**config.mk**
```make
export PLATFORM = sky130hd
export DESIGN_NAME = sia_table
export DESIGN_NICKNAME = d
export VERILOG_FILES = /design/src/sv/sia_pkg.sv /design/src/sv/sia_table.sv
export SDC_FILE = /design/constraint.sdc
export NUM_CORES = 2
export LEC_CHECK = 0
export BUFFER_PORTS_ARGS = -buffer_cell sky130_fd_sc_hd__buf_2
export CORE_MARGIN = 3
export CORE_UTILIZATION = 55
export DETAILED_ROUTE_END_ITERATION = 8
export MAX_ROUTING_LAYER = met4
export PLACE_DENSITY_LB_ADDON = 0.1
export SLEW_MARGIN = 20
export SYNTH_ARGS = -nofsm -noshare
export SYNTH_HDL_FRONTEND = slang
export SYNTH_MEMORY_MAX_BITS = 65536
export SYNTH_SLANG_ARGS = --single-unit
```
**constraint.sdc**
```tcl
create_clock -name clk -period 8.2 [get_ports clk]
set_clock_uncertainty 0.05 [all_clocks]
set_input_delay 1.23 -clock clk [delete_from_list [all_inputs] [get_ports clk]]
set_output_delay 1.23 -clock clk [all_outputs]
set_load 0.02 [all_outputs]
```
**src/sv/sia_pkg.sv**
```systemverilog
// Package for the instance slot allocator with aging.
// Holds status codes, outcome codes, defaults and the slot evaluation struct.
// Depends on nothing.
`timescale 1ns / 1ps
`default_nettype none

package sia_pkg;

  localparam int DEF_NUM_SLOTS = 128;
  localparam int DEF_KEY_BITS  = 32;

  localparam logic [6:0] ST_FREE         = 7'd0;
  localparam logic [6:0] ST_ACTIVE       = 7'd1;
  localparam logic [6:0] ST_INACT_START  = 7'd2;
  localparam logic [6:0] SCORE_MAX       = 7'd127;
  localparam logic [6:0] THR_RESET       = 7'd64;
  localparam logic [7:0] EXP_MAX         = 8'd255;

  localparam logic KIND_ALLOC   = 1'b0;
  localparam logic KIND_RELEASE = 1'b1;

  typedef enum logic [1:0] {
    OUT_OK         = 2'd0,
    OUT_FULL       = 2'd1,
    OUT_NOT_ACTIVE = 2'd2
  } outcome_t;

  typedef struct packed {
    logic       is_free;
    logic       is_active;
    logic       is_inactive;
    logic       key_match;
    logic       expire;
    logic [6:0] aged;
  } slot_eval_t;

  typedef struct packed {
    logic st_we;
    logic ow_we;
  } tbl_we_t;

endpackage

`default_nettype wire

```
**src/sv/sia_table.sv**
```systemverilog
// Slot table memories: per-slot status and owner key, one read and one write port each.
// Read data is registered. Depends on sia_pkg.
`timescale 1ns / 1ps
`default_nettype none

module sia_table #(
  parameter int NUM_SLOTS = sia_pkg::DEF_NUM_SLOTS,
  parameter int KEY_BITS  = sia_pkg::DEF_KEY_BITS,
  localparam int IDX_W    = $clog2(NUM_SLOTS)
) (
  input  wire                  clk,
  input  wire  [IDX_W-1:0]     rd_addr,
  output logic [6:0]           rd_status,
  output logic [KEY_BITS-1:0]  rd_owner,
  input  sia_pkg::tbl_we_t     we,
  input  wire  [IDX_W-1:0]     wr_addr,
  input  wire  [6:0]           st_wdata,
  input  wire  [KEY_BITS-1:0]  ow_wdata
);

  logic [6:0]          status_mem [NUM_SLOTS];
  logic [KEY_BITS-1:0] owner_mem  [NUM_SLOTS];
  logic [6:0]          rd_status_r;
  logic [KEY_BITS-1:0] rd_owner_r;

  always_ff @(posedge clk) begin
    if (we.st_we) begin
      status_mem[wr_addr] <= st_wdata;
    end
    rd_status_r <= status_mem[rd_addr];
  end

  always_ff @(posedge clk) begin
    if (we.ow_we) begin
      owner_mem[wr_addr] <= ow_wdata;
    end
    rd_owner_r <= owner_mem[rd_addr];
  end

  assign rd_status = rd_status_r;
  assign rd_owner  = rd_owner_r;

endmodule

`default_nettype wire

```
# Word-level counts from Yosys, hierarchy flattened
# Memories as Yosys holds them, arrays and structs flattened. A register that Yosys moved wholly into a read port is not among the register bits.
# Cells that the tools add are included.
[classes]
n_mux = 4
[ops]
columns = ["op", "count"]
rows = [
  ["1-bit two-way mux", 4],
]
[totals]
reg_bits = 0
ramBits = 4992
inputBits = 56
output_inout_bits = 39
word_cells = 6
memories = 2
[mem_list]
columns = ["memory", "words", "width", "read_ports", "rd_clocked_by_memory_dff", "write_ports", "line", "rtl"]
rows = [
  ["owner_mem", 128, 32, 1, 1, 1, "sia_table.sv:22", "logic [KEY_BITS-1:0] owner_mem [NUM_SLOTS];"],
  ["status_mem", 128, 7, 1, 1, 1, "sia_table.sv:21", "logic [6:0] status_mem [NUM_SLOTS];"],
]

# Depth between registers and ports, before layout
[depth]
word_depth = 2
depth_mapped = 8
depth_no_buf = 4

# Worst setup path after synthesis
# OpenSTA, ideal clock, no wires.
[synth_timing]
path_type = "in2reg"
startpoint = "input rd_addr[0]"
endpoint = "register rd_owner_r[26], in the netlist rd_owner[26] (read register of owner_mem)"
setup_ns = 0.121
arrival_time_ns = 3.845
path_slack_ns = 4.185
stages = 7
n_path_buf = 3
path_cell_list = "clkbuf_1 > buf_2 > clkbuf_1 > mux4_2 > mux4_2 > mux4_2 > mux2_2"
[synth_lines]
columns = ["item", "line", "rtl"]
rows = [
  ["start, declared", "sia_table.sv:12", "input wire [IDX_W-1:0] rd_addr,"],
  ["end, declared", "sia_table.sv:24", "logic [KEY_BITS-1:0] rd_owner_r;"],
]

==> load_flow_metrics.sql <==
INSERT INTO impl_metrics (metric_group, metric, value, unit) VALUES
('status', 'run_status', 'complete, no violations', ''),
('sta', 'slew_violations', '0', ''),
('sta', 'worstMarginPinSlew', '1.179', 'ns'),
('synth', 'yosys.area_share.simple', '0.006117', ''),
('clocking', 'worst_setup_hold_path_clk_slew', '0.06', 'ns'),
('cells_and_area', 'finish.net_count', '7950', ''),
('clocking', 'post_cts_hold_buffer_count', '0', ''),
('route', 'met3_length', '50610', 'µm'),
('floorplanning', 'top_level_port_count', '95', ''),
('job', 'max-cap-violations', '0', ''),
('clocking', 'root_cell_of_the_clock_tree', 'sky130_fd_sc_hd__clkbuf_16', ''),
('placement', 'post-dp-hpwl', '265900', 'µm'),
('setup_path', 'worstPathArrival', '5.04', 'ns'),
('route', 'routed.top_layer', 'met4', ''),
('cells_and_area', 'final_cell_count_no_fill', '12931', ''),
('global_routing', 'grt.overflow.total', '0', ''),
('sta', 'rsz0062_at_grt', 'false', ''),
('sta', 'period_needed', '4.216', 'ns'),
('sta', 'setup_viol', '0', ''),
('synth', 'synth_seq_area_share', '0.7896', ''),
('synth', 'adder_and_majority_cell_fraction_of_the_synthesized_area', '0', ''),
('cells_and_area', 'fraction_of_final_layout_cells_with_drive_strength_greater_than_1', '0.3460', ''),
('floorplanning', 'die_w', '595.0', 'µm'),
('synth', 'synth_top_family_by_area', 'multiplexers', ''),
('cells_and_area', 'area_delta_synth_final', '12.86', '%'),
('clocking', 'post_cts.resized_instances', '0', ''),
('setup_path', 'worst-path-max-fanout', '87', ''),
('setup_path', 'critPathKind', 'in -> reg', ''),
('floorplanning', 'start_util', '0.5542', ''),
('floorplanning', 'floorplan.rows', '215', ''),
('clocking', 'cts.htree.levels', '6', ''),
('global_routing', 'grt_pass1_wl', '685900', 'µm'),
('cells_and_area', 'design_area', '0.2154', 'mm²'),
('route', 'wl_met1', '197500', 'µm'),
('route', 'ant_nets', '0', ''),
('floorplanning', 'die_h', '595.0', 'µm'),
('clocking', 'cts_max_path_buffers', '4', ''),
('synth', 'yosysTopAreaCellShare', '0.7855', ''),
('floorplanning', 'dieArea', '0.3541', 'mm²'),
('min_path', 'classification_of_the_worst_slack_hold_path', 'in -> reg', ''),
('synth', 'postSynthCellCount', '7410', ''),
('route', 'drc', '0', ''),
('power', 'design_power_total', '54.01', 'mW'),
('floorplanning', 'floorplan.core_area', '0.3443', 'mm²'),
('placement', 'placed_cell_area', '0.1988', 'mm²'),
('synth', 'synthMuxAreaShare', '0.1956', ''),
('route', 'routed_wl', '489100', 'µm'),
('placement', 'dp.cells', '11921', ''),
('route', 'drt-wirelength-per-cell', '37.82', 'µm'),
('synth', 'post-synth-top-area-cell', 'sky130_fd_sc_hd__edfxtp_1', ''),
('cells_and_area', 'layout_commonest_cell', 'sky130_fd_sc_hd__edfxtp_1', ''),
('power', 'leakagePower', '65.87', 'nW'),
('route', 'vias_per_cell', '6.698', ''),
('clocking', 'cts_made_buffers', '526', ''),
('sta', 'final.period_utilization', '0.5141', ''),
('clocking', 'later_pin_clock_latency_in_the_skew_report', '1.01', 'ns'),
('clocking', 'buffers_inserted_by_post_cts_timing_repair', '0', ''),
('synth', 'synthDistinctLibCells', '13', ''),
('placement', 'pre_cts_setup_slack', '2.940', 'ns'),
('synth', 'synth.avg_cell_area', '25.75', 'µm²'),
('cells_and_area', 'final_cell_mix', 'sky130_fd_sc_hd__edfxtp_1 (4992), sky130_fd_sc_hd__mux4_2 (1638), sky130_fd_sc_hd__clkbuf_16 (542)', ''),
('sta', 'hold_ws', '0.6154', 'ns'),
('synth', 'synth_nets', '7466', ''),
('setup_path', 'worst_setup_path_end_kind', 'flip-flop', ''),
('sta', 'hold_violation_count_in_the_final_report', '0', ''),
('sta', 'max_clock_freq', '0.2372', 'GHz'),
('setup_path', 'cp_data_required_time', '9.03', 'ns'),
('route', 'drt_pre_antenna_iters', '6', ''),
('global_routing', 'grt_start_max_net_pins', '135', ''),
('placement', 'gp_routability_congestion', '0.8014', ''),
('global_routing', 'grt_antenna_before_repair', '78', '');
## metal layers
layer,vias to the layer above,GRT usage
met5,-,-
met4,0,0.06683
met3,580,0.06324
met2,4485,0.4200
met1,47942,0.4236
li1,33599,-
## path summary, 6_finish.rpt
kind / start / end / slack, ns / cells after the start
worst max-delay path: rd_addr[0] / rd_owner[16]$_DFF_P_ / 3.98 / 7
worst min register to register: status_mem[124][1]$_DFFE_PP_ / rd_status[1]$_DFF_P_ / 1.08 / 4
worst max register to register: owner_mem[87][11]$_DFFE_PP_ / rd_owner[11]$_DFF_P_ / 5.56 / 4
worst min-delay path: st_wdata[6] / status_mem[40][6]$_DFFE_PP_ / 0.62 / 1
## power by group
part,switching (mW),total (mW),internal (mW)
registers,0.158,28.6,28.4
logic,1.70,2.72,1.02
clock network,9.50,22.7,13.2
## Yosys cell counts
cell type	number
sky130_fd_sc_hd__edfxtp_1	4992
sky130_fd_sc_hd__mux4_2	1638
sky130_fd_sc_hd__nor2_1	259
sky130_fd_sc_hd__clkbuf_1	246
sky130_fd_sc_hd__buf_2	96
sky130_fd_sc_hd__buf_1	59
sky130_fd_sc_hd__dfxtp_1	39
sky130_fd_sc_hd__mux2_2	39
sky130_fd_sc_hd__nand2_1	15
sky130_fd_sc_hd__nand3_1	14
sky130_fd_sc_hd__nor2b_1	8
sky130_fd_sc_hd__nand4_1	3
sky130_fd_sc_hd__buf_6	2
## worst max-delay path, stage by stage
cell	delay (ns)
sky130_fd_sc_hd__buf_12	0.52
sky130_fd_sc_hd__buf_12	0.30
sky130_fd_sc_hd__buf_16	0.48
sky130_fd_sc_hd__mux4_2	0.58
sky130_fd_sc_hd__mux4_2	0.56
sky130_fd_sc_hd__mux4_2	0.60
sky130_fd_sc_hd__mux2_2	0.36
## layout make-up
type,count,area (µm²)
clock inverters,244,2137
clock buffers,679,14190
fillers,22632,129000
well taps,4557,5702
diodes,85,212.7
multi-input cells,1976,39490
repair buffers,359,2948
flip-flops and latches,5031,150700
## flip-flops by register name (all words and copies together) (netlist names)
name	cells
owner_mem	4096
rd_status	7
status_mem	896
rd_owner	32
## kinds of logic (layout without fill, tap and decap cells)
family,Yosys count,in the layout
flip-flops,5031,5031
buffers and inverters,403,1282
other,0,85
multiplexers,1677,1677
AND/OR/NAND/NOR,299,299
Power figures use the tool's default switching activity.
