<file path="config.mk">
export PLATFORM = sky130hd
export DESIGN_NAME = sia_seq
export DESIGN_NICKNAME = d
export VERILOG_FILES = /design/src/sv/sia_pkg.sv /design/src/sv/sia_seq.sv
export SDC_FILE = /design/constraint.sdc
export NUM_CORES = 1
export LEC_CHECK = 0
export BUFFER_PORTS_ARGS = -buffer_cell sky130_fd_sc_hd__buf_4
export CAP_MARGIN = 30
export CORE_ASPECT_RATIO = 0.6
export CORE_MARGIN = 2
export CORE_UTILIZATION = 40
export CTS_BUF_LIST = sky130_fd_sc_hd__clkbuf_16
export DETAILED_ROUTE_END_ITERATION = 7
export PLACE_DENSITY = 0.68
export SLEW_MARGIN = 5
export SYNTH_ARGS = -nofsm -noshare
export SYNTH_HDL_FRONTEND = slang
export SYNTH_SLANG_ARGS = --single-unit
</file>
<file path="constraint.sdc">
create_clock -name clk -period 7.9 [get_ports clk]
set_clock_uncertainty 0.2 [all_clocks]
set_input_delay 1.58 -clock clk [delete_from_list [all_inputs] [get_ports clk]]
set_output_delay 1.58 -clock clk [all_outputs]
set_load 0.05 [all_outputs]
</file>
<file path="src/sv/sia_pkg.sv">
// Package for the instance slot allocator with aging.
// Holds status codes, outcome codes, defaults and the slot evaluation struct.
// Depends on nothing.
`timescale 1ns / 1ps
`default_nettype none

package sia_pkg;

  localparam int DEF_NUM_SLOTS = 128;
  localparam int DEF_KEY_BITS  = 32;

  localparam logic [6:0] ST_FREE         = 7'd0;
  localparam logic [6:0] ST_ACTIVE       = 7'd1;
  localparam logic [6:0] ST_INACT_START  = 7'd2;
  localparam logic [6:0] SCORE_MAX       = 7'd127;
  localparam logic [6:0] THR_RESET       = 7'd64;
  localparam logic [7:0] EXP_MAX         = 8'd255;

  localparam logic KIND_ALLOC   = 1'b0;
  localparam logic KIND_RELEASE = 1'b1;

  typedef enum logic [1:0] {
    OUT_OK         = 2'd0,
    OUT_FULL       = 2'd1,
    OUT_NOT_ACTIVE = 2'd2
  } outcome_t;

  typedef struct packed {
    logic       is_free;
    logic       is_active;
    logic       is_inactive;
    logic       key_match;
    logic       expire;
    logic [6:0] aged;
  } slot_eval_t;

  typedef struct packed {
    logic st_we;
    logic ow_we;
  } tbl_we_t;

endpackage

`default_nettype wire

</file>
<file path="src/sv/sia_seq.sv">
// Sequencer of the slot allocator: clears the table, scans it one slot a cycle and
// writes back. Holds the threshold register and the result registers. Depends on sia_pkg.
`timescale 1ns / 1ps
`default_nettype none

module sia_seq #(
  parameter int NUM_SLOTS = sia_pkg::DEF_NUM_SLOTS,
  parameter int KEY_BITS  = sia_pkg::DEF_KEY_BITS,
  localparam int IDX_W    = $clog2(NUM_SLOTS)
) (
  input  wire                  clk,
  input  wire                  rst_n,
  input  wire                  start,
  output logic                 busy,
  input  wire                  in_kind,
  input  wire  [31:0]          in_owner_key,
  input  wire  [6:0]           in_slot_index,
  input  wire                  cfg_wr_en,
  input  wire  [6:0]           cfg_wr_data,
  output logic [IDX_W-1:0]     rd_addr,
  input  wire  [KEY_BITS-1:0]  rd_owner,
  input  sia_pkg::slot_eval_t  ev,
  output logic [KEY_BITS-1:0]  key,
  output logic [6:0]           thr,
  output sia_pkg::tbl_we_t     we,
  output logic [IDX_W-1:0]     wr_addr,
  output logic [6:0]           st_wdata,
  output logic [KEY_BITS-1:0]  ow_wdata,
  output logic                 out_valid,
  output logic [1:0]           out_outcome,
  output logic [6:0]           out_granted_slot,
  output logic                 out_reused,
  output logic                 out_kept_inactive,
  output logic [7:0]           out_expired_count
);

  localparam int CNT_W = $clog2(NUM_SLOTS + 1);
  localparam int CMP_W = (IDX_W + 1 > 8) ? IDX_W + 1 : 8;

  typedef enum logic [2:0] {
    S_CLEAR, S_IDLE, S_REL_RD, S_REL_CHK, S_SCAN, S_FIN
  } state_t;

  state_t              state_r, state_nxt;
  logic [CNT_W-1:0]    addr_r, addr_nxt;
  logic                pend_r, pend_nxt;
  logic [IDX_W-1:0]    pend_addr_r, pend_addr_nxt;
  logic                kind_r, kind_nxt;
  logic [KEY_BITS-1:0] key_r, key_nxt;
  logic [IDX_W-1:0]    idx_r, idx_nxt;
  logic [6:0]          idx7_r, idx7_nxt;
  logic                oor_r, oor_nxt;
  logic                fi_r, fi_nxt;
  logic [IDX_W-1:0]    islot_r, islot_nxt;
  logic                ff_r, ff_nxt;
  logic [IDX_W-1:0]    fslot_r, fslot_nxt;
  logic                last_r, last_nxt;
  logic [7:0]          exp_r, exp_nxt;
  logic [6:0]          thr_r, thr_nxt;
  logic                ov_r, ov_nxt;
  sia_pkg::outcome_t   outcome_r, outcome_nxt;
  logic [6:0]          granted_r, granted_nxt;
  logic                reused_r, reused_nxt;
  logic                kept_r, kept_nxt;
  logic [7:0]          expired_r, expired_nxt;

  logic [IDX_W-1:0]    in_idx;
  logic [IDX_W-1:0]    g_slot;
  logic [CMP_W-1:0]    g_wide;

  assign in_idx = IDX_W'(in_slot_index);

  always_comb begin
    state_nxt     = state_r;
    addr_nxt      = addr_r;
    pend_nxt      = 1'b0;
    pend_addr_nxt = pend_addr_r;
    kind_nxt      = kind_r;
    key_nxt       = key_r;
    idx_nxt       = idx_r;
    idx7_nxt      = idx7_r;
    oor_nxt       = oor_r;
    fi_nxt        = fi_r;
    islot_nxt     = islot_r;
    ff_nxt        = ff_r;
    fslot_nxt     = fslot_r;
    last_nxt      = last_r;
    exp_nxt       = exp_r;
    thr_nxt       = cfg_wr_en ? cfg_wr_data : thr_r;
    ov_nxt        = 1'b0;
    outcome_nxt   = outcome_r;
    granted_nxt   = granted_r;
    reused_nxt    = reused_r;
    kept_nxt      = kept_r;
    expired_nxt   = expired_r;
    we            = '0;
    wr_addr       = pend_addr_r;
    st_wdata      = sia_pkg::ST_FREE;
    ow_wdata      = key_r;
    g_slot        = fi_r ? islot_r : fslot_r;
    g_wide        = CMP_W'(g_slot);

    unique case (state_r)
      S_CLEAR: begin
        we.st_we = 1'b1;
        wr_addr  = addr_r[IDX_W-1:0];
        addr_nxt = addr_r + CNT_W'(1);
        if (addr_r[IDX_W-1:0] == IDX_W'(NUM_SLOTS - 1)) begin
          state_nxt = S_IDLE;
        end
      end
      S_IDLE: begin
        if (start) begin
          kind_nxt = in_kind;
          key_nxt  = KEY_BITS'(in_owner_key);
          idx_nxt  = in_idx;
          idx7_nxt = in_slot_index;
          oor_nxt  = (CMP_W'(in_slot_index) >= CMP_W'(NUM_SLOTS));
          fi_nxt   = 1'b0;
          ff_nxt   = 1'b0;
          last_nxt = 1'b1;
          exp_nxt  = 8'd0;
          if (in_kind == sia_pkg::KIND_RELEASE) begin
            addr_nxt  = CNT_W'(in_idx);
            state_nxt = S_REL_RD;
          end else begin
            addr_nxt  = '0;
            state_nxt = S_SCAN;
          end
        end
      end
      S_REL_RD: begin
        state_nxt = S_REL_CHK;
      end
      S_REL_CHK: begin
        if (oor_r || !ev.is_active) begin
          ov_nxt      = 1'b1;
          outcome_nxt = sia_pkg::OUT_NOT_ACTIVE;
          granted_nxt = idx7_r;
          reused_nxt  = 1'b0;
          kept_nxt    = 1'b0;
          expired_nxt = 8'd0;
          state_nxt   = S_IDLE;
        end else begin
          key_nxt   = rd_owner;
          addr_nxt  = '0;
          state_nxt = S_SCAN;
        end
      end
      S_SCAN: begin
        if (addr_r != CNT_W'(NUM_SLOTS)) begin
          pend_nxt      = 1'b1;
          pend_addr_nxt = addr_r[IDX_W-1:0];
          addr_nxt      = addr_r + CNT_W'(1);
        end else begin
          state_nxt = S_FIN;
        end
        if (pend_r) begin
          if (kind_r == sia_pkg::KIND_ALLOC) begin
            if (ev.is_inactive && ev.key_match && !fi_r) begin
              fi_nxt    = 1'b1;
              islot_nxt = pend_addr_r;
            end
            if (ev.is_free && !ff_r) begin
              ff_nxt    = 1'b1;
              fslot_nxt = pend_addr_r;
            end
          end else begin
            if (ev.is_active && ev.key_match && pend_addr_r != idx_r) begin
              last_nxt = 1'b0;
            end
            if (ev.is_inactive) begin
              we.st_we = 1'b1;
              st_wdata = ev.expire ? sia_pkg::ST_FREE : ev.aged;
              if (ev.expire && exp_r != sia_pkg::EXP_MAX) begin
                exp_nxt = exp_r + 8'd1;
              end
            end
          end
        end
      end
      S_FIN: begin
        ov_nxt    = 1'b1;
        state_nxt = S_IDLE;
        kept_nxt  = 1'b0;
        reused_nxt = 1'b0;
        expired_nxt = 8'd0;
        if (kind_r == sia_pkg::KIND_ALLOC) begin
          if (fi_r || ff_r) begin
            we.st_we    = 1'b1;
            we.ow_we    = !fi_r;
            wr_addr     = g_slot;
            st_wdata    = sia_pkg::ST_ACTIVE;
            outcome_nxt = sia_pkg::OUT_OK;
            granted_nxt = g_wide[6:0];
            reused_nxt  = fi_r;
          end else begin
            outcome_nxt = sia_pkg::OUT_FULL;
            granted_nxt = 7'd0;
          end
        end else begin
          we.st_we    = 1'b1;
          wr_addr     = idx_r;
          st_wdata    = last_r ? sia_pkg::ST_INACT_START : sia_pkg::ST_FREE;
          outcome_nxt = sia_pkg::OUT_OK;
          granted_nxt = idx7_r;
          kept_nxt    = last_r;
          expired_nxt = exp_r;
        end
      end
      default: begin
        state_nxt = S_IDLE;
      end
    endcase
  end

  always_ff @(posedge clk) begin
    if (!rst_n) begin
      state_r <= S_CLEAR;
      addr_r  <= '0;
      pend_r  <= 1'b0;
      thr_r   <= sia_pkg::THR_RESET;
      ov_r    <= 1'b0;
    end else begin
      state_r <= state_nxt;
      addr_r  <= addr_nxt;
      pend_r  <= pend_nxt;
      thr_r   <= thr_nxt;
      ov_r    <= ov_nxt;
    end
    pend_addr_r <= pend_addr_nxt;
    kind_r      <= kind_nxt;
    key_r       <= key_nxt;
    idx_r       <= idx_nxt;
    idx7_r      <= idx7_nxt;
    oor_r       <= oor_nxt;
    fi_r        <= fi_nxt;
    islot_r     <= islot_nxt;
    ff_r        <= ff_nxt;
    fslot_r     <= fslot_nxt;
    last_r      <= last_nxt;
    exp_r       <= exp_nxt;
    outcome_r   <= outcome_nxt;
    granted_r   <= granted_nxt;
    reused_r    <= reused_nxt;
    kept_r      <= kept_nxt;
    expired_r   <= expired_nxt;
  end

  assign busy              = (state_r != S_IDLE);
  assign rd_addr           = addr_r[IDX_W-1:0];
  assign key               = key_r;
  assign thr               = thr_r;
  assign out_valid         = ov_r;
  assign out_outcome       = outcome_r;
  assign out_granted_slot  = granted_r;
  assign out_reused        = reused_r;
  assign out_kept_inactive = kept_r;
  assign out_expired_count = expired_r;

  a_accept_busy: assert property (@(posedge clk) disable iff (!rst_n)
    (start && !busy) |=> busy)
    else $error("accepted beat did not make the block busy");

  a_single_strobe: assert property (@(posedge clk) disable iff (!rst_n)
    ov_r |=> !ov_r)
    else $error("result strobe held for more than one cycle");

  a_scan_write_pending: assert property (@(posedge clk) disable iff (!rst_n)
    (state_r == S_SCAN && we.st_we) |-> (pend_r && kind_r == sia_pkg::KIND_RELEASE))
    else $error("status write during scan without a pending read");

  a_full_clean: assert property (@(posedge clk) disable iff (!rst_n)
    (ov_r && outcome_r == sia_pkg::OUT_FULL) |-> (granted_r == 7'd0 && expired_r == 8'd0
      && !reused_r && !kept_r))
    else $error("full result carries nonzero fields");

  a_reuse_alloc: assert property (@(posedge clk) disable iff (!rst_n)
    (ov_r && reused_r) |-> (outcome_r == sia_pkg::OUT_OK && !kept_r && expired_r == 8'd0))
    else $error("reuse flag on a result that is not a successful allocate");

endmodule

`default_nettype wire

</file>
Word level (Yosys, flattened, before mapping)
Cells that the tools add are included.
- add/subtract/negate cells: 2
- equal/unequal tests: 24
- mux-type cells: 74
- bitwise logic cells: 1
- reduce and logical (&&, ||, !) cells: 28
- operators with widths (kind ; count):
    two-way mux 7 bit ; 12
    two-way mux 8 bit ; 10
    two-way mux 32 bit ; 2
    one-hot mux 32 bit (2 select lines) ; 1
    one-hot mux 7 bit (2 select lines) ; 3
    one-hot mux 8 bit (2 select lines) ; 2
    one-hot mux 8 bit (4 select lines) ; 1
    != test 2 bit, second input constant ; 14
    two-way mux 1 bit ; 25
    adder 8 x 1 -> 8 bit, second input constant ; 2
    != test 8 bit, second input constant ; 2
    two-way mux 3 bit ; 5
    one-hot mux 3 bit (5 select lines) ; 1
    AND reduction 5 bit ; 3
    one-hot mux 1 bit (2 select lines) ; 6
    AND reduction 4 bit ; 3
    two-way mux 2 bit ; 4
    AND reduction 2 bit ; 4
    == test 7 bit, second input constant ; 1
    != test 7 bit ; 1
    == test 3 x 2 -> 1 bit, second input constant ; 2
    == test 3 bit, second input constant ; 2
    logical AND 1 bit ; 6
    AND reduction 3 bit ; 2
    other kinds (11) ; 15
- register bits after elaboration: 111
- bits of input ports: 95
- logic and storage cells: 149

Logic depth before layout (Yosys ltp)
- word-level depth: 7
- depth in mapped cells: 7
- gate-level depth less buffers: 7

Least setup slack after synthesis
OpenSTA, ideal clock, no wires.
- kind: in2reg
- start: input ev[10] in the netlist's numbering
- end: register key_r[0], in the netlist key[0] (enable)
- setup time: 0.468 ns
- data arrival time: 3.961 ns
- data required time: 7.232 ns
- path slack: 3.271 ns
- cell stages on the path: 2
- path buffers: 0
- cells stage by stage: inv_1 -> o21ai_0
- longest elaborated chain between the ends: 3
- ends and longest elaborated chain (element ; RTL line ; source):
    from (decl) ; sia_seq.sv:22 ; input sia_pkg::slot_eval_t ev,
    zero test 1 bit ; sia_seq.sv:136 ; if (oor_r || !ev.is_active) begin
    != test 2 bit (no line) ; -- ;
    AND reduction 3 bit (no line) ; -- ;
    to (signal assigned) ; sia_seq.sv:233 ; key_r <= key_nxt;
    to (decl) ; sia_seq.sv:49 ; logic [KEY_BITS-1:0] key_r, key_nxt;
Every way passes these cells.
A chain may end at the register's enable or synchronous reset.

Worst setup path after layout
- start: register state_r[0]
- end: output st_wdata[0]
- longest elaborated chain between the ends: 2
- elaborated cells on any way between the ends: 3
- those cells by class: eq/ne: 2; mux: 1
- ends and longest elaborated chain (element ; RTL line ; source):
    from (decl) ; sia_seq.sv:44 ; state_t state_r, state_nxt;
    from (signal assigned) ; sia_seq.sv:225 ; state_r <= state_nxt;
    == test 3 bit ; sia_seq.sv:103 ; unique case (state_r)
    one-hot mux 7 bit (2 select lines) * ; sia_seq.sv:103 ;
    to (decl) ; sia_seq.sv:27 ; output logic [6:0] st_wdata,
Every way passes the cells marked *; elsewhere a longest branch is shown, timed or not.

==> results by group <==
Yosys
  – Largest area contributor in the netlist: sky130_fd_sc_hd__edfxtp_1
  – Syn. warnings: 0
  – Synthesis-stage register bit count: 111
  – Most common cell in the netlist: sky130_fd_sc_hd__edfxtp_1
  – Per-instance average area after synthesis: 12.3 µm²
  – Gate count of the mapped netlist: around 420
  – Top-area cell type share of the netlist area: 52.2%
  – Distinct cells, synth: 48
  – Main area contributors after synthesis: sky130_fd_sc_hd__edfxtp_1, sky130_fd_sc_hd__dfxtp_1, sky130_fd_sc_hd__mux2_2, sky130_fd_sc_hd__buf_4, sky130_fd_sc_hd__nand2_1
  – Top cell types by occurrence after synthesis: sky130_fd_sc_hd__edfxtp_1, sky130_fd_sc_hd__buf_4, sky130_fd_sc_hd__mux2_2
  – Fraction of the yosys area taken by sequential cells: 59.8%
  – Mapped Area: about 0.0052 mm²
  – Share of synthesized flip-flops with an asynchronous set or reset: 0%
  – Synth Flop Type: sky130_fd_sc_hd__edfxtp_1
  – Number of synthesized flops with an enable pin: 91
  – Synth Net Count: about 520

Pwr
  – Leakage power figure: 2.93 nW
  – Switching power of the nets: 0.269 mW
  – Peak VDD IR: 0.111 mV
  – Clock share of power: 38.4%
  – Proportion of power drawn by flip-flops and latches: between 50% and 60%
  – Switching share of power: a little under a quarter
  – Combinational cell fraction of total power: 7.3%
  – P_int: about 0.9 mW
  – Total power after layout: 1.17 mW
  – Cell Pwr Density: between 150 and 200 mW/mm²

Clock tree
  – Clk root buf: sky130_fd_sc_hd__clkbuf_16
  – Maximum level of the CTS H-tree: 3
  – Clock transition at the registers of the reported paths: 80 ps
  – Clock insertion delay at the later pin of the skew report: roughly 350 ps
  – Sinks on Clock Net: approximately 110
  – TritonCTS clock tree: done
  – Setup repair bufs after CTS: 0
  – Number of buffers inserted during clock tree synthesis: 9
  – Hold-fix buffer count after cts: 0
  – Maximum clock insertion buffer count: 2
  – Post-CTS Resized: 0

STA
  – Number of endpoints with negative hold slack in the final report: 0
  – Period Utilization, post-route: 57.1%
  – Final Slew Violations: 0
  – Setup Viol. Count Final: 0
  – Setup repair after global routing missed its margin: false
  – Max-slew headroom: 44.0%
  – Actual slew at the worst max-slew pin: 838 ps
  – Worst path setup slack after routing: 3390 ps
  – Final-layout setup total negative slack: 0 ps
  – Fin Hold WS: roughly 300 ps
  – Max Fclk: 222 MHz
  – Final worst path period need: between 4000 and 5000 ps

Placed design
  – Global placer's final weighted congestion: between 0.9 and 1
  – # port buffers: 209
  – Number of cells after detailed placement: 749
  – Half-perimeter wire length after placement: roughly 11,000 µm
  – Worst slack after detailed placement: 3590 ps

Setup path
  – Worst Setup End Kind: output pin
  – Worst setup path class: reg -> out
  – Critical-path maximum fanout: 15
  – Required time of the critical path: 6120 ps
  – Worst path arrival time: 2730 ps
  – Critical Path Source Type: flop

Routing
  – Wire length after detailed routing: between 10,000 and 15,000 µm
  – Drt initial violations: between 300 and 400
  – Overall via count from detail_route: 4,024
  – Post-DRT Antenna Nets: 0
  – Routed length per instance: ~18 µm
  – First-pass DRT Iterations: 5
  – Number of DRC violations after detailed routing: 0
  – Vias per cell: about 5.3

Final layout
  – Total Nets Final: just under 700
  – Layout cells sized above 1: 45.4%
  – Area growth from synthesis to layout: 34.0%
  – Number of cells in the finished layout apart from fillers: between 700 and 800
  – Antenna cells: 0

Floorplanning
  – Die Y-Extent: 92.6 µm
  – Boundary pin count: 210
  – Floorplan die width: about 150 µm
  – Die Outline Area: between 0.01 and 0.015 mm²
  – Starting utilization of the core area: 40.9%
  – Placeable core area: 0.0128 mm²
  – Number of standard-cell rows in the floorplan: 32

Min path
  – Kind of path behind the tightest hold check: reg -> reg

GRT
  – Wire length of the first global-routing pass: around 20,000 µm
  – Via count of the first global-routing pass: 3,749
  – Antenna violations before repair: 0
  – Met2 track demand over resource: 27.5%
  – Total grt overflow: 0
  – All-Layer GR Usage: 19.2%
  – Largest net degree at the start of global routing: 35
  – Met1 usage: 29.0%
  – Global-route layer with the greatest usage: met1
  – Fraction of met3 tracks used by global routing: 5.17%

Status
  – Result of the run: finished clean

Flow run
  – Max-cap violations: 0
-- per-stage QoR --
| step | util, % | instance area [µm²] |
|---|---|---|
| after global placement | 52.1 | 6680 |
| after CTS | 54.7 | 7010 |
| after detailed placement | 52.4 | 6710 |
| after floorplan | - | 5240 |
| after global routing | 54.7 | 7010 |
| final | 54.7 | 7010 |
-- path summary, 6_finish.rpt --
kind / from / end / slack, ps / depth (start not counted)
worst min register to register: thr[6]$_SDFFE_PN1P_ / thr[6]$_SDFFE_PN1P_ / 290 / 2
worst min-delay path: thr[6]$_SDFFE_PN1P_ / thr[6]$_SDFFE_PN1P_ / 290 / 2
worst max register to register: state_r[0]$_SDFFE_PN0P_ / key[23]$_DFFE_PP_ / 4850 / 5
worst max-delay path: state_r[0]$_SDFFE_PN0P_ / st_wdata[0] / 3390 / 5
-- worst max-delay path, stage by stage (launching register included) --
cell	delay, ps
sky130_fd_sc_hd__dfxtp_1	610
sky130_fd_sc_hd__and3b_1	570
sky130_fd_sc_hd__inv_1	330
sky130_fd_sc_hd__nor2_1	470
sky130_fd_sc_hd__a22o_1	200
sky130_fd_sc_hd__buf_4	190
-- registers in the layout (all words and copies together) (netlist names), 2 cells and up --
name / flops
state_r: 3
addr_r: 8
out_outcome: 2
islot_r: 7
pend_addr_r: 7
exp_r: 8
idx7_r: 7
fslot_r: 7
out_granted_slot: 7
out_expired_count: 8
thr: 7
key: 32
-- cell type report --
cell class | instances | area [µm²]
fill | 1092 | 5800
timing repair buffer | 214 | 1620
inverter | 13 | 48.8
clock buffer | 9 | 225
multi-input combinational | 241 | 1700
tap | 170 | 213
sequential | 111 | 3130
clock inverter | 7 | 75.1
-- per-layer routing --
metal  vias up  wire [µm]
li1       1863          -
met1      1943       6390
met4         0        108
met5         -          0
met3        11       1220
met2       207       6190
-- power groups by stage --
| stage | clock network (mW) | logic, mW | registers [mW] |
|---|---|---|---|
| after CTS | 0.459 | 0.0852 | 0.635 |
| after detailed placement | 0 | 0.0850 | 0.649 |
| after floorplan | 0 | 0.0318 | 0.654 |
| after global routing | 0.483 | 0.0909 | 0.636 |
| final | 0.449 | 0.0849 | 0.636 |
| after global placement | 0 | 0.0826 | 0.648 |
-- kinds of logic after synthesis --
group / after synthesis / share of synthesized area [%]
AO/OA/AOI/OAI: 60 / 8.75
XOR/XNOR: 14 / 2.34
adder cells (fa/ha/maj): 3 / 0.717
buffers and inverters: 72 / 7.96
flip-flops: 111 / 59.8
multiplexers: 40 / 8.41
AND/OR/NAND/NOR: 124 / 12.0
-- cells in the final DEF, fill, tap and decap left out, drive strengths merged, types with 5 or more instances in the layout --
| cell | Yosys | layout |
|---|---|---|
| a221o | 7 | 7 |
| and2 | 8 | 8 |
| xnor2 | 9 | 9 |
| buf | 43 | 214 |
| edfxtp | 91 | 91 |
| nand3 | 12 | 12 |
| and3 | 16 | 16 |
| nor3 | 9 | 9 |
| a22oi | 7 | 7 |
| nor2 | 27 | 27 |
| mux2i | 8 | 8 |
| inv | 13 | 16 |
| clkbuf | 16 | 9 |
| mux2 | 32 | 32 |
| a211oi | 6 | 6 |
| nand2 | 31 | 31 |
| xor2 | 5 | 5 |
| a21oi | 12 | 12 |
| dfxtp | 20 | 20 |
No activity file was read; power rests on OpenSTA's default activity.
