### src/sv/sia_pkg.sv
// Package for the instance slot allocator with aging.
// Holds status codes, outcome codes, defaults and the slot evaluation struct.
// Depends on nothing.
`timescale 1ns / 1ps
`default_nettype none

package sia_pkg;

  localparam int DEF_NUM_SLOTS = 128;
  localparam int DEF_KEY_BITS  = 32;

  localparam logic [6:0] ST_FREE         = 7'd0;
  localparam logic [6:0] ST_ACTIVE       = 7'd1;
  localparam logic [6:0] ST_INACT_START  = 7'd2;
  localparam logic [6:0] SCORE_MAX       = 7'd127;
  localparam logic [6:0] THR_RESET       = 7'd64;
  localparam logic [7:0] EXP_MAX         = 8'd255;

  localparam logic KIND_ALLOC   = 1'b0;
  localparam logic KIND_RELEASE = 1'b1;

  typedef enum logic [1:0] {
    OUT_OK         = 2'd0,
    OUT_FULL       = 2'd1,
    OUT_NOT_ACTIVE = 2'd2
  } outcome_t;

  typedef struct packed {
    logic       is_free;
    logic       is_active;
    logic       is_inactive;
    logic       key_match;
    logic       expire;
    logic [6:0] aged;
  } slot_eval_t;

  typedef struct packed {
    logic st_we;
    logic ow_we;
  } tbl_we_t;

endpackage

`default_nettype wire

### src/sv/sia_slot_unit.sv
// Shared slot evaluation unit: classifies one slot, compares its key and ages its score.
// Depends on sia_pkg.
`timescale 1ns / 1ps
`default_nettype none

module sia_slot_unit #(
  parameter int KEY_BITS = sia_pkg::DEF_KEY_BITS
) (
  input  wire  [6:0]          status,
  input  wire  [KEY_BITS-1:0] owner,
  input  wire  [KEY_BITS-1:0] key,
  input  wire  [6:0]          thr,
  output sia_pkg::slot_eval_t ev
);

  logic [6:0] aged;

  always_comb begin
    aged = (status < sia_pkg::SCORE_MAX) ? status + 7'd1 : status;
    ev.is_free     = (status == sia_pkg::ST_FREE);
    ev.is_active   = (status == sia_pkg::ST_ACTIVE);
    ev.is_inactive = (status >= sia_pkg::ST_INACT_START);
    ev.key_match   = (owner == key);
    ev.expire      = (aged >= thr);
    ev.aged        = aged;
  end

endmodule

`default_nettype wire

### config.mk
export PLATFORM = sky130hd
export DESIGN_NAME = sia_slot_unit
export DESIGN_NICKNAME = d
export VERILOG_FILES = /design/src/sv/sia_pkg.sv /design/src/sv/sia_slot_unit.sv
export SDC_FILE = /design/constraint.sdc
export NUM_CORES = 1
export LEC_CHECK = 0
export ABC_AREA = 1
export BUFFER_PORTS_ARGS = -buffer_cell sky130_fd_sc_hd__buf_2
export CORE_AREA = 8 8 60 62
export DETAILED_ROUTE_END_ITERATION = 12
export DIE_AREA = 0 0 68 70
export PLACE_DENSITY = 0.92
export RECOVER_POWER = 50
export SLEW_MARGIN = 30
export SYNTH_ARGS = -nofsm -noshare
export SYNTH_HDL_FRONTEND = slang
export SYNTH_SLANG_ARGS = --single-unit
### constraint.sdc
create_clock -name vclk -period 1.7
set_input_delay 0.17 -clock vclk [all_inputs]
set_output_delay 0.17 -clock vclk [all_outputs]
set_load 0.02 [all_outputs]
# --- Yosys cells after proc, flatten, opt, wreduce, memory -nomap -nowiden ---
# Index checks and enable logic that the tools add are counted.
op_classes:
  n_div: 0
  shift: 0
  n_mux: 1
  n_addsub: 1
  n_eq_ne: 2
  multipliers: 0
  order_cmp: 3
  reduce_logical: 1
  n_bitwise: 0
ops:
  columns: ["op", "count"]
  rows:
  - ["$eq 32x32->1", 1]
  - ["$add 7x1->7 const B", 1]
  - ["$eq 7x1->1 const B", 1]
  - ["$ge 7x2->1 const B", 1]
  - ["$ge 7x7->1", 1]
  - ["$logic_not 7->1", 1]
  - ["$lt 7x7->1 const B", 1]
  - ["$mux 7", 1]
word_totals:
  romBits: 0
  latch_bits: 0
  n_memories: 0
  wordCells: 8
  register_bits: 0
  mem_bits_rw: 0
  output_inout_bits: 12
  in_bits: 78

# --- Depth between registers and ports, before layout ---
# Gate-level depths: netlist (run 1).
depth:
  depth_word: 3
  mapped_depth: 11
  depth_no_buf: 11

# --- Worst setup path after synthesis (run 1) ---
# OpenSTA, ideal clock, no wires.
synth_timing:
  path_kind: "input -> output"
  start: "in status[0]"
  end: "out ev[7] in the netlist's numbering"
  slack_ns: -0.239
  path_stages: 9
  t_arrival_ns: 1.769
  required_time_ns: 1.530
  n_path_buf: 0
  path_cell_list: "ha_1 > nand2_1 > inv_1 > nand2_1 > xor2_1 > nand2_1 > ha_1 > nand4_1 > o21ai_0"
synth_rtl:
  columns: ["item", "line_no", "rtl"]
  rows:
  - ["from (decl)", "sia_slot_unit.sv:9", "input wire [6:0] status,"]
  - ["to (decl)", "sia_slot_unit.sv:13", "output sia_pkg::slot_eval_t ev"]

==> results by stage, run 1 <==
Global routing:
- Global routing consumed, on the met2 layer, 27.6% of the routing resources.
- The total track usage is 13.9%.
- The first global-routing pass estimated 5720 µm of wire.
- The number of global-route vias before repair was 1486.
- Entering global routing, the biggest net connects 6 pins.
- The initial antenna violation count was 0.
- The final global-route overflow total is 0.
- The busiest metal layer after global routing is met2.
- The met1 layer usage reported by global route is 14.3%.
- The routing usage on met3 is 2.55%.

Layout:
- In the layout the commonest cells are buf_2, nand2_1, inv_1.
- The area added between synthesis and finish is 68.4%.
- In the finished design the tool counted flip-flops and latches totalling 0.
- The clock buffers instantiated in the layout total 0.
- Cells fill 65.7% of the core in the end.
- The total number of nets in the final design is 426.
- The sequential standard cell area is 0 µm².
- The finished cells cover 1750 µm².
- In the final layout, the share of cells above drive strength 1 is 36.1%.
- The final antenna diode count is 0.
- The count of non-filler cells in the finished layout is 366.
- Leaving out fill and tap cells, the most frequent cell in the layout is buf_2.
- The filler cells instantiated in the layout total 262.

Synthesis:
- Yosys mapped the design onto 18 distinct sky130hd cell types.
- A synthesized cell averages 4.52 µm².
- The cell type with the highest aggregate area in the netlist is nand2_1.
- The post-synthesis instance area is 1040 µm².
- The Yosys step of the flow raised 0 warnings.
- Synthesis produced 230 cells.
- Yosys attributes the largest share of cell area to nand2_1, inv_1, nor2_1, ha_1, xor2_1.
- The number of nets in the synthesized netlist is 319.
- The proportion of synthesized chip area in sequential cells is 0%.
- After synthesis, the largest area contributor takes up 30.7% of total cell area.

Die:
- The total area inside the core boundary comes to 2660 µm².
- Measured along the y axis, the die boundary spans 70 µm.
- Measured along the x axis, the die boundary spans 68 µm.
- The count of standard-cell rows is 19.
- The area of the die is 4760 µm².
- The initial utilization of the core area, before any placement, comes to 39.0%.
- In this run the count of I/O pins placed on the die edge is 90.

Route:
- The total via count after detailed routing is 1531.
- In the routed layout, each cell is associated on average with a via count of 4.18.
- The count of unresolved DRC violations after routing is 0.
- The first detailed-routing pass took 4 iterations.
- Once detail routing completed, the nets flagged for antenna violations numbered 0.
- The post-detailed-routing wire length is 3430 µm.
- The routed wire length per instance is 9.37 µm.
- The first routing iteration left 11 violations.

Place:
- Buffers placed on the I/O ports in this run total 90.
- Detailed placement finished with a half-perimeter wire length of 3210 µm.
- The number of placed instances with taps included is 366.
- The routability congestion estimate is 0.874.
- The pre-CTS setup slack is -0.306 ns.
- Summing all placed instances gives a cell area of 1690 µm².

Min path:
- The min-delay analysis places its worst path in the category in2out.

STA:
- The worst hold-check slack is 0.784 ns.
- The final max-slew violation count is 0.
- The count of endpoints failing setup in the final report is 1.
- Setup slack on the critical path of the routed design comes to -0.138 ns.
- Measured against its own limit, the worst slew margin works out to 80.3%.
- The number of endpoints with negative hold slack in the final report was 0.
- The worst path uses 108% of the clock period.
- The clock period minus worst slack is 1.84 ns.
- Setup repair after global routing could not meet its margin everywhere.
- For the pin with the worst max-slew slack, the measured transition is 0.294 ns.
- The fmax is 544 MHz.

Setup path:
- The category of the critical setup timing path is in2out.
- The required time reported for the critical path endpoint is 1.53 ns.
- The startpoint kind of the worst setup timing path is an input port.
- In this run the worst path has a maximum fanout of 3.
- STA classifies the critical path endpoint as an output pin.
- Data arrives at the worst endpoint at 1.67 ns.

Clock tree:
- In this run, post-CTS hold repair placed 0 buffers.
- The number of setup buffers added after CTS is 0.

Power:
- The power share of the combinational group is 100.0%.
- The internal portion of total power is 0.000191 W.
- The switching power as a share of total power is 50.6%.
- Sequential cells account for 0% of the total power.
- The portion of total power attributed to the clock network is 0%.
- The analysis attributes to cell leakage a power of 1.22 nW.
- The peak supply drop is 0.000184 V.
- The power per standard cell area is 222 nW/µm².
- Summed over all nets, the switching power comes to 0.000196 W.

Run:
- Across the run, the number of max-cap violations was 0.

Run status:
- The final reports fail on setup timing.
- The run finished, with violations left.
-- critical path, cell delays in order --
cell      delay, ns
buf_8          0.11
ha_4           0.16
nand2_4        0.06
inv_2          0.04
nand2_2        0.05
xor2_1         0.18
nand2_2        0.09
ha_4           0.23
a21oi_2        0.13
nor2_1         0.06
a211oi_2       0.16
o21ai_2        0.08
buf_6          0.13
-- metrics by stage --
step	power (W)	TNS (ns)
floorplan	0.000189	0
global placement	0.000354	-0.202
detailed placement	0.000369	-0.306
CTS	0.000381	-0.155
global route	0.000441	-0.216
finish	0.000388	-0.138
-- power by group through the flow --
stage          combinational [W]  sequential [W]  clock [W]
6_report                0.000388               0          0
3_5_place_dp            0.000369               0          0
4_1_cts                 0.000381               0          0
5_1_grt                 0.000441               0          0
2_1_floorplan           0.000189               0          0
3_3_place_gp            0.000354               0          0
-- worst paths after layout --
check             cells past startpoint  slack [ns]       from  endpoint
setup / recovery                     13       -0.14  status[1]     ev[7]
hold / removal                        4        0.78  status[0]     ev[0]
-- cell type report --
type / instances / area [µm²] / area share, %
Inverter: 62 / 233 / 13.3
Multi-Input combinational cell: 168 / 890 / 50.9
Tap cell: 31 / 38.8 / 2.22
Timing Repair Buffer: 105 / 588 / 33.6
-- timing repair --
action | in CTS | in global routing
setup endpoints to repair | 1 | 1
pin swaps | 9 | 2
resized for setup | 9 | 8
-- cells by family (layout without fill, tap and decap cells) --
| family | Yosys count | after routing | share of synthesized area [%] |
|---|---|---|---|
| AND/OR/NAND/NOR | 143 | 143 | 55.2 |
| buffers and inverters | 62 | 167 | 22.4 |
| adder cells (fa/ha/maj) | 11 | 11 | 13.3 |
| AO/OA/AOI/OAI | 8 | 8 | 4.10 |
| XOR/XNOR | 6 | 6 | 5.06 |
-- per-layer routing --
metal	part of all wire, %	wire (µm)
met5	0	0
met4	1.0	36
met3	7.7	264
met1	35	1210
met2	56	1920
-- cell usage after synthesis (all sizes together) --
master and instances:
nor2 50, xor2 5, o21ai 5, a211oi 1, nand2 87, xnor2 1, a21oi 2, nand4 1
nor3 2, ha 11, inv 62, nand3 3
No activity file was read; power rests on OpenSTA's default activity.
==> run 2: changes to the inputs <==
--- a/config.mk
+++ b/config.mk
@@ -7,11 +7,12 @@
 export LEC_CHECK = 0
 export ABC_AREA = 1
 export BUFFER_PORTS_ARGS = -buffer_cell sky130_fd_sc_hd__buf_2
-export CORE_AREA = 8 8 60 62
+export CORE_AREA = 8 8 58 60
 export DETAILED_ROUTE_END_ITERATION = 12
-export DIE_AREA = 0 0 68 70
-export PLACE_DENSITY = 0.92
+export DIE_AREA = 0 0 66 68
+export PLACE_DENSITY = 0.95
 export RECOVER_POWER = 50
+export REMOVE_ABC_BUFFERS = 1
 export SLEW_MARGIN = 30
 export SYNTH_ARGS = -nofsm -noshare
 export SYNTH_HDL_FRONTEND = slang
==> constraint.sdc (replaced) <==
create_clock -name vclk -period 2.2
set_input_delay 0.22 -clock vclk [all_inputs]
set_output_delay 0.22 -clock vclk [all_outputs]
set_load 0.02 [all_outputs]
==> run 2 against run 1 <==
Compared with the run above: the run now ends clean; critical path depth unchanged; worst setup slack better by 0.30 ns; global-route usage decreased by 1.1 points; core utilization fell by 5.0 points; routed wire length shrank 7.1%; flip-flop and latch count is the same; combinational power decreased by 33%; total power decreased by 33%; critical path type unchanged; largest cell class unchanged.
==> results by stage, run 2 (synthesized netlist as in run 1, its figures left out) <==
Layout:
- The sequential standard cell area is 0 µm² (unchanged).
- The area added between synthesis and finish is 50.1%.
- The final-layout clock buffer total was 0 (unchanged).
- The share of final-layout standard cells stronger than drive strength 1 is 30.3% (-5.8 points).
- The flip-flop and latch count was 0 (unchanged).
- The final antenna diode count is 0 (unchanged).
- The library cells used most frequently in the layout, excluding fill and tap cells, are nand2_1, buf_2, inv_1.
- The utilization after layout is 60.7% (-5.0 points).
- The total number of nets in the final design was 411 (-3.5%).
- The finished layout cell area is 1560 µm² (-11%).

Route:
- The count of unresolved DRC violations after routing is 0 (unchanged).
- The number of detailed-routing iterations run before antenna repair is 4 (unchanged).
- The total via count after detailed routing came to 1476 (-3.6%).
- The wire length on met2 is 1700 µm (-11%).
- The iteration-0 DRC count of the detailed router is 38 (+27).
- The number of vias per cell after detailed routing is 4.21 (+0.53%).
- The highest routing layer actually used is met4.
- The number of nets with antenna violations after routing is 0 (unchanged).
- The amount of wire on met3 after detailed routing is 213 µm (-19%).
- The post-detailed-routing wire length is 3190 µm (-7.1%).
- The routed wire length per instance is 9.08 µm (-3.1%).
- The post-route met1 wirelength is 1220 µm (+0.33%).

Power:
- The overall power after layout is 0.000260 W (-33%).
- The leakage power summed over all cells came to 1.12 nW (-8.0%).
- The peak supply drop was 0.0000945 V (-49%).
- The power per standard cell area is 167 nW/µm² (-25%).

Min path:
- The worst hold path startpoint is status[0].
- The class of the tightest hold or removal check is in2out.
- The cell depth of the worst hold path is 3 (-1).
- The worst min-delay path endpoint is ev[0].

STA:
- The clock period could shrink to 2.04 ns.
- The post-route fraction of the period consumed by the critical path is 92.6%.
- Setup repair after global routing left no endpoint under its margin.
- The number of endpoints with negative hold slack in the final report is 0 (unchanged).
- The final sum of negative setup slack is 0 ns (+0.138 ns).
- The count of endpoints failing setup in the final report is 0 (-1).
- The fmax is 491 MHz.
- The final max-slew violation count is 0 (unchanged).
- The worst max-slew margin expressed relative to the limit was 81.4% (+1.1 points).
- The actual transition at the worst max-transition pin is 0.280 ns (-0.0134 ns).

Run status:
- The run finished with clean final reports.

Run:
- The max-cap violation count came to 0 (unchanged).

Global routing:
- The number of global-route vias before repair is 1361 (-8.4%).
- The wire length of the first global-routing pass is 4970 µm (-13%).
- The total track usage is 12.8% (-1.1 points).
- The final global-route overflow total is 0 (unchanged).
- The initial antenna violation count came to 0 (unchanged).
- The pin count of the biggest net entering global routing is 7 (+1).

Place:
- The routability congestion estimate is 0.766 (-12%).
- The number of buffers inserted by port buffering was 90 (unchanged).
- The cell area after placement is 1530 µm² (-9.4%).
- The half-perimeter wire length after detailed placement is 2940 µm (-8.4%).

Setup path:
- The endpoint arrival time on the critical path came to 1.82 ns (+0.15 ns).
- The worst setup path is launched from an input port.
- The required time reported for the critical path endpoint is 1.98 ns (+0.45 ns).
- The largest fanout on the critical path is 5 (+2).
- The sort of element at the end of the critical path is an output pin.
- The category of the critical setup timing path is in2out.

Die:
- The starting density of the core is 40.4% (+1.4 points).
- The area of the die is 4490 µm² (-5.7%).
- The x dimension of the die is 66 µm (-2.9%).
- The number of placed I/O pins was 90 (unchanged).
- The die boundary height came to 68 µm (-2.9%).
- The count of standard-cell rows is 19 (unchanged).
- The area inside the core boundary was 2570 µm² (-3.6%).
==> run 2: cell types whose count changed in the layout (fill, tap and decap cells not counted), sizes merged <==
| cell | before | now |
|---|---|---|
| buf | 102 | 85 |
| clkbuf | 3 | 5 |
==> run 2: per-stage QoR <==
step                hold slack [ns]  setup WS (ns)  instances
CTS                           0.817         0.0383        351
detailed placement            0.816         0.0524        351
global route                  0.836        0.00250        351
finish                        0.818          0.164        351
global placement              0.799         0.0969        351
floorplan                     0.529          0.161        230
==> run 2: timing repair <==
action / CTS / global route
setup endpoints to repair: 0 / 1
gates resized for setup: 0 / 7
buffers inserted: 0 / 0
hold buffers: 0 / 0
==> run 2: worst max-delay path: stages <==
cell	delay (ns)
buf_2	0.14
ha_2	0.20
nand2_2	0.07
inv_1	0.05
nand2_1	0.06
xor2_1	0.14
nand2_1	0.11
ha_4	0.23
a21oi_1	0.14
nor2_1	0.07
a211oi_2	0.14
o21ai_1	0.09
buf_4	0.16
==> run 2: cell type report <==
type / count / area (µm²)
Fill cell: 272 / 1010
Multi-Input combinational cell: 168 / 841
Timing Repair Buffer: 90 / 447
Inverter: 62 / 233
Tap cell: 31 / 38.8
==> run 2: worst max-delay path by stage <==
stage	depth (start not counted)	slack (ns)	to	start
final	13	0.16	ev[7]	status[0]
after global routing	13	0.002	ev[7]	status[0]
after CTS	13	0.04	ev[7]	status[0]
after detailed placement	13	0.05	ev[7]	status[0]
after global placement	13	0.1	ev[7]	status[0]
after floorplan	9	0.16	ev[7]	status[0]
==> run 2: layer usage <==
layer | GRT usage, % | vias up
met2 | 26.9 | 43
met5 | 0 | -
met4 | 2.13 | 0
met3 | 2.45 | 6
met1 | 12.7 | 592
li1 | - | 835
==> run 2: power breakdown <==
| group | internal (W) | switching [W] | total, W | leakage (nW) |
|---|---|---|---|---|
| sequential | 0 | 0 | 0 | 0 |
| combinational | 0.000121 | 0.000139 | 0.000260 | 1.12 |
| clock | 0 | 0 | 0 | 0 |
| total | 0.000121 | 0.000139 | 0.000260 | 1.12 |
==> run 3: changes to the inputs <==
--- a/config.mk
+++ b/config.mk
@@ -7,9 +7,10 @@
 export LEC_CHECK = 0
 export ABC_AREA = 1
 export BUFFER_PORTS_ARGS = -buffer_cell sky130_fd_sc_hd__buf_2
-export CORE_AREA = 8 8 58 60
+export CORE_AREA = 8 8 66 54
 export DETAILED_ROUTE_END_ITERATION = 12
-export DIE_AREA = 0 0 66 68
+export DIE_AREA = 0 0 74 62
+export MAX_ROUTING_LAYER = met4
 export PLACE_DENSITY = 0.95
 export RECOVER_POWER = 50
 export REMOVE_ABC_BUFFERS = 1
==> run 3 against run 2 <==
Compared with the run above: flip-flop and latch count unchanged; critical path depth unchanged; global-route usage up 1.6 points; combinational power up 2%; non-clock buffer count up 1; design area up 0.40%; fmax down 4.3%; via count down 1.4%; sequential share of layout area unchanged; core utilization up 1.8 points; critical endpoint unchanged; largest power group unchanged.
==> results by stage, run 3 (synthesized netlist as in run 1, its figures left out) <==
Run status:
- The flow ran to the end, and the final reports show no timing, DRC or antenna violations.

Setup path:
- STA classifies the critical path endpoint as an output pin.
- The largest fanout on the critical path was 5 (unchanged).
- The required time reported for the critical path endpoint is 1.98 ns (about the same).
- Traced cell by cell, the critical path runs through buf_2, ha_2, nand2_2, inv_1, nand2_1, xor2_1, nand2_1, ha_4, a21oi_2, nor2_1, a211oi_2, o21ai_1, buf_4.
- By startpoint and endpoint, the worst setup path is classified as in2out.
- The endpoint arrival time on the critical path is 1.91 ns (+0.09 ns).
- STA classifies the critical path startpoint as an input port.
- The library cell appearing most often on the critical path is nand2_1.
- The count of buffering cells on the critical path with inverters included came to 3 (unchanged).
- The kind of cell with the highest combined delay along the critical path is adder cells.
- The delay contributed by the slowest stage of the critical path is 0.24 ns (about the same).
- The slowest stage of the critical path is the ha_4 cell.

Clock tree:
- The number of buffers inserted by post-CTS setup repair was 0 (unchanged).

Layout:
- The area added between synthesis and finish is 50.7%.
- The flip-flop and latch count is 0 (unchanged).
- The footprint of the multi-input gates was 832 µm² (-1.0%).
- The count of non-filler cells in the finished layout is 357 (+1.7%).
- The total of fill cells in the finished design is 258 (-5.1%).
- The library cells used most frequently in the layout, excluding fill and tap cells, are buf_2, nand2_1, inv_1.
- The most common cell after layout, fill and taps aside is buf_2.
- The sequential standard cell area is 0 µm² (unchanged).
- The finished layout cell area is 1570 µm² (+0.40%).
- The total number of nets in the final design is 412 (+0.24%).
- The share of final-layout standard cells stronger than drive strength 1 is 30.8% (+0.53 points).
- The final-layout clock buffer total was 0 (unchanged).
- The final antenna diode count is 0 (unchanged).

Die:
- The die boundary height came to 62 µm (-8.8%).
- The area of the die is 4590 µm² (+2.2%).
- The count of standard-cell rows is 16 (-3).
- The area inside the core boundary is 2500 µm² (-2.5%).
- The x dimension of the die came to 74 µm (+12%).
- The starting density of the core is 41.5% (+1.1 points).
- The number of placed I/O pins was 90 (unchanged).

STA:
- The final max-slew violation count is 0 (unchanged).
- The actual transition at the worst max-transition pin came to 0.295 ns (+0.0143 ns).
- The number of endpoints with negative hold slack in the final report is 0 (unchanged).
- The clock period minus worst slack is 2.13 ns (+0.0913 ns).
- The worst max-slew margin expressed relative to the limit is 80.2% (-1.2 points).
- The final sum of negative setup slack is 0 ns (unchanged).
- The post-route fraction of the period consumed by the critical path is 96.7% (+4.2 points).
- The count of endpoints failing setup in the final report was 0 (unchanged).
- The fmax is 470 MHz (-4.3%).

Power:
- The peak supply drop is 0.000116 V (+22%).
- The power per standard cell area was 169 nW/µm² (+1.2%).
- The leakage power summed over all cells is 1.13 nW (+0.72%).

Route:
- The number of detailed-routing iterations run before antenna repair is 4 (unchanged).
- The number of nets with antenna violations after routing is 0 (unchanged).
- The count of unresolved DRC violations after routing came to 0 (unchanged).
- The iteration-0 DRC count of the detailed router came to 22 (-42%).
- The routed wire length per instance came to 9.33 µm (+2.8%).
- The number of vias per cell after detailed routing is 4.08 (-3.1%).
- The post-detailed-routing wire length is 3330 µm (+4.5%).
- The total via count after detailed routing is 1455 (-1.4%).

Min path:
- The class of the tightest hold or removal check is in2out.

Global routing:
- The number of global-route vias before repair came to 1390 (+2.1%).
- The final global-route overflow total is 0 (unchanged).
- The initial antenna violation count was 0 (unchanged).
- The total track usage is 14.4% (+1.6 points).
- The wire length of the first global-routing pass is 5410 µm (+8.9%).
- The pin count of the biggest net entering global routing is 7 (unchanged).

Place:
- The routability congestion estimate is 0.869 (+13%).
- The number of placed instances with taps included was 357 (+1.7%).
- The half-perimeter wire length after detailed placement is 3060 µm (+4.1%).
- The cell area after placement came to 1540 µm² (+0.90%).
- The number of buffers inserted by port buffering is 90 (unchanged).

Run:
- The max-cap violation count was 0 (unchanged).
## run 3: cell types whose count changed in the layout (fill, tap and decap cells not counted)
cell | before | now
buf_2 | 84 | 85
buf_4 | 1 | 2
a21oi_2 | 0 | 1
clkbuf_1 | 5 | 4
ha_4 | 2 | 1
ha_1 | 8 | 9
a21oi_1 | 2 | 1
## run 3: path summary, 6_finish.rpt
check,from,to,slack (ns),cells past startpoint
hold / removal,status[0],ev[0],0.88,4
setup / recovery,status[1],ev[7],0.07,13
## run 3: report_power, final
| part | total (W) | switching (W) | internal (W) |
|---|---|---|---|
| clock | 0 | 0 | 0 |
| combinational | 0.000265 | 0.000142 | 0.000123 |
| sequential | 0 | 0 | 0 |
| total | 0.000265 | 0.000142 | 0.000123 |
## run 3: layout make-up
class	count	share of cell area (%)
well taps	36	2.88
repair buffers	91	29.1
multi-input cells	168	53.2
inverters	62	14.9
## run 3: repair_timing
action	CTS	global route
hold buffers	0	0
pin swaps	2	3
endpoints found under the setup margin	1	1
resized for setup	2	5
gates cloned	0	0
## run 3: per-stage QoR
step / worst slack (ns) / hold slack [ns] / utilization, % / power, W
2_1_floorplan: 0.161 / 0.529 / - / 0.000134
5_1_grt: -0.0230 / 0.896 / 62.6 / 0.000305
3_5_place_dp: -0.00515 / 0.850 / 61.6 / 0.000254
4_1_cts: 0.00944 / 0.851 / 61.8 / 0.000257
3_3_place_gp: 0.123 / 0.840 / 61.6 / 0.000245
6_report: 0.0722 / 0.883 / 62.6 / 0.000265
## run 3: layer usage
| layer | up-vias | track usage, % | wire length [µm] |
|---|---|---|---|
| li1 | 837 | - | - |
| met1 | 582 | 16.5 | 1440 |
| met2 | 36 | 28.5 | 1740 |
| met3 | 0 | 0.641 | 147 |
| met4 | 0 | 0 | 0 |
| met5 | - | - | 0 |
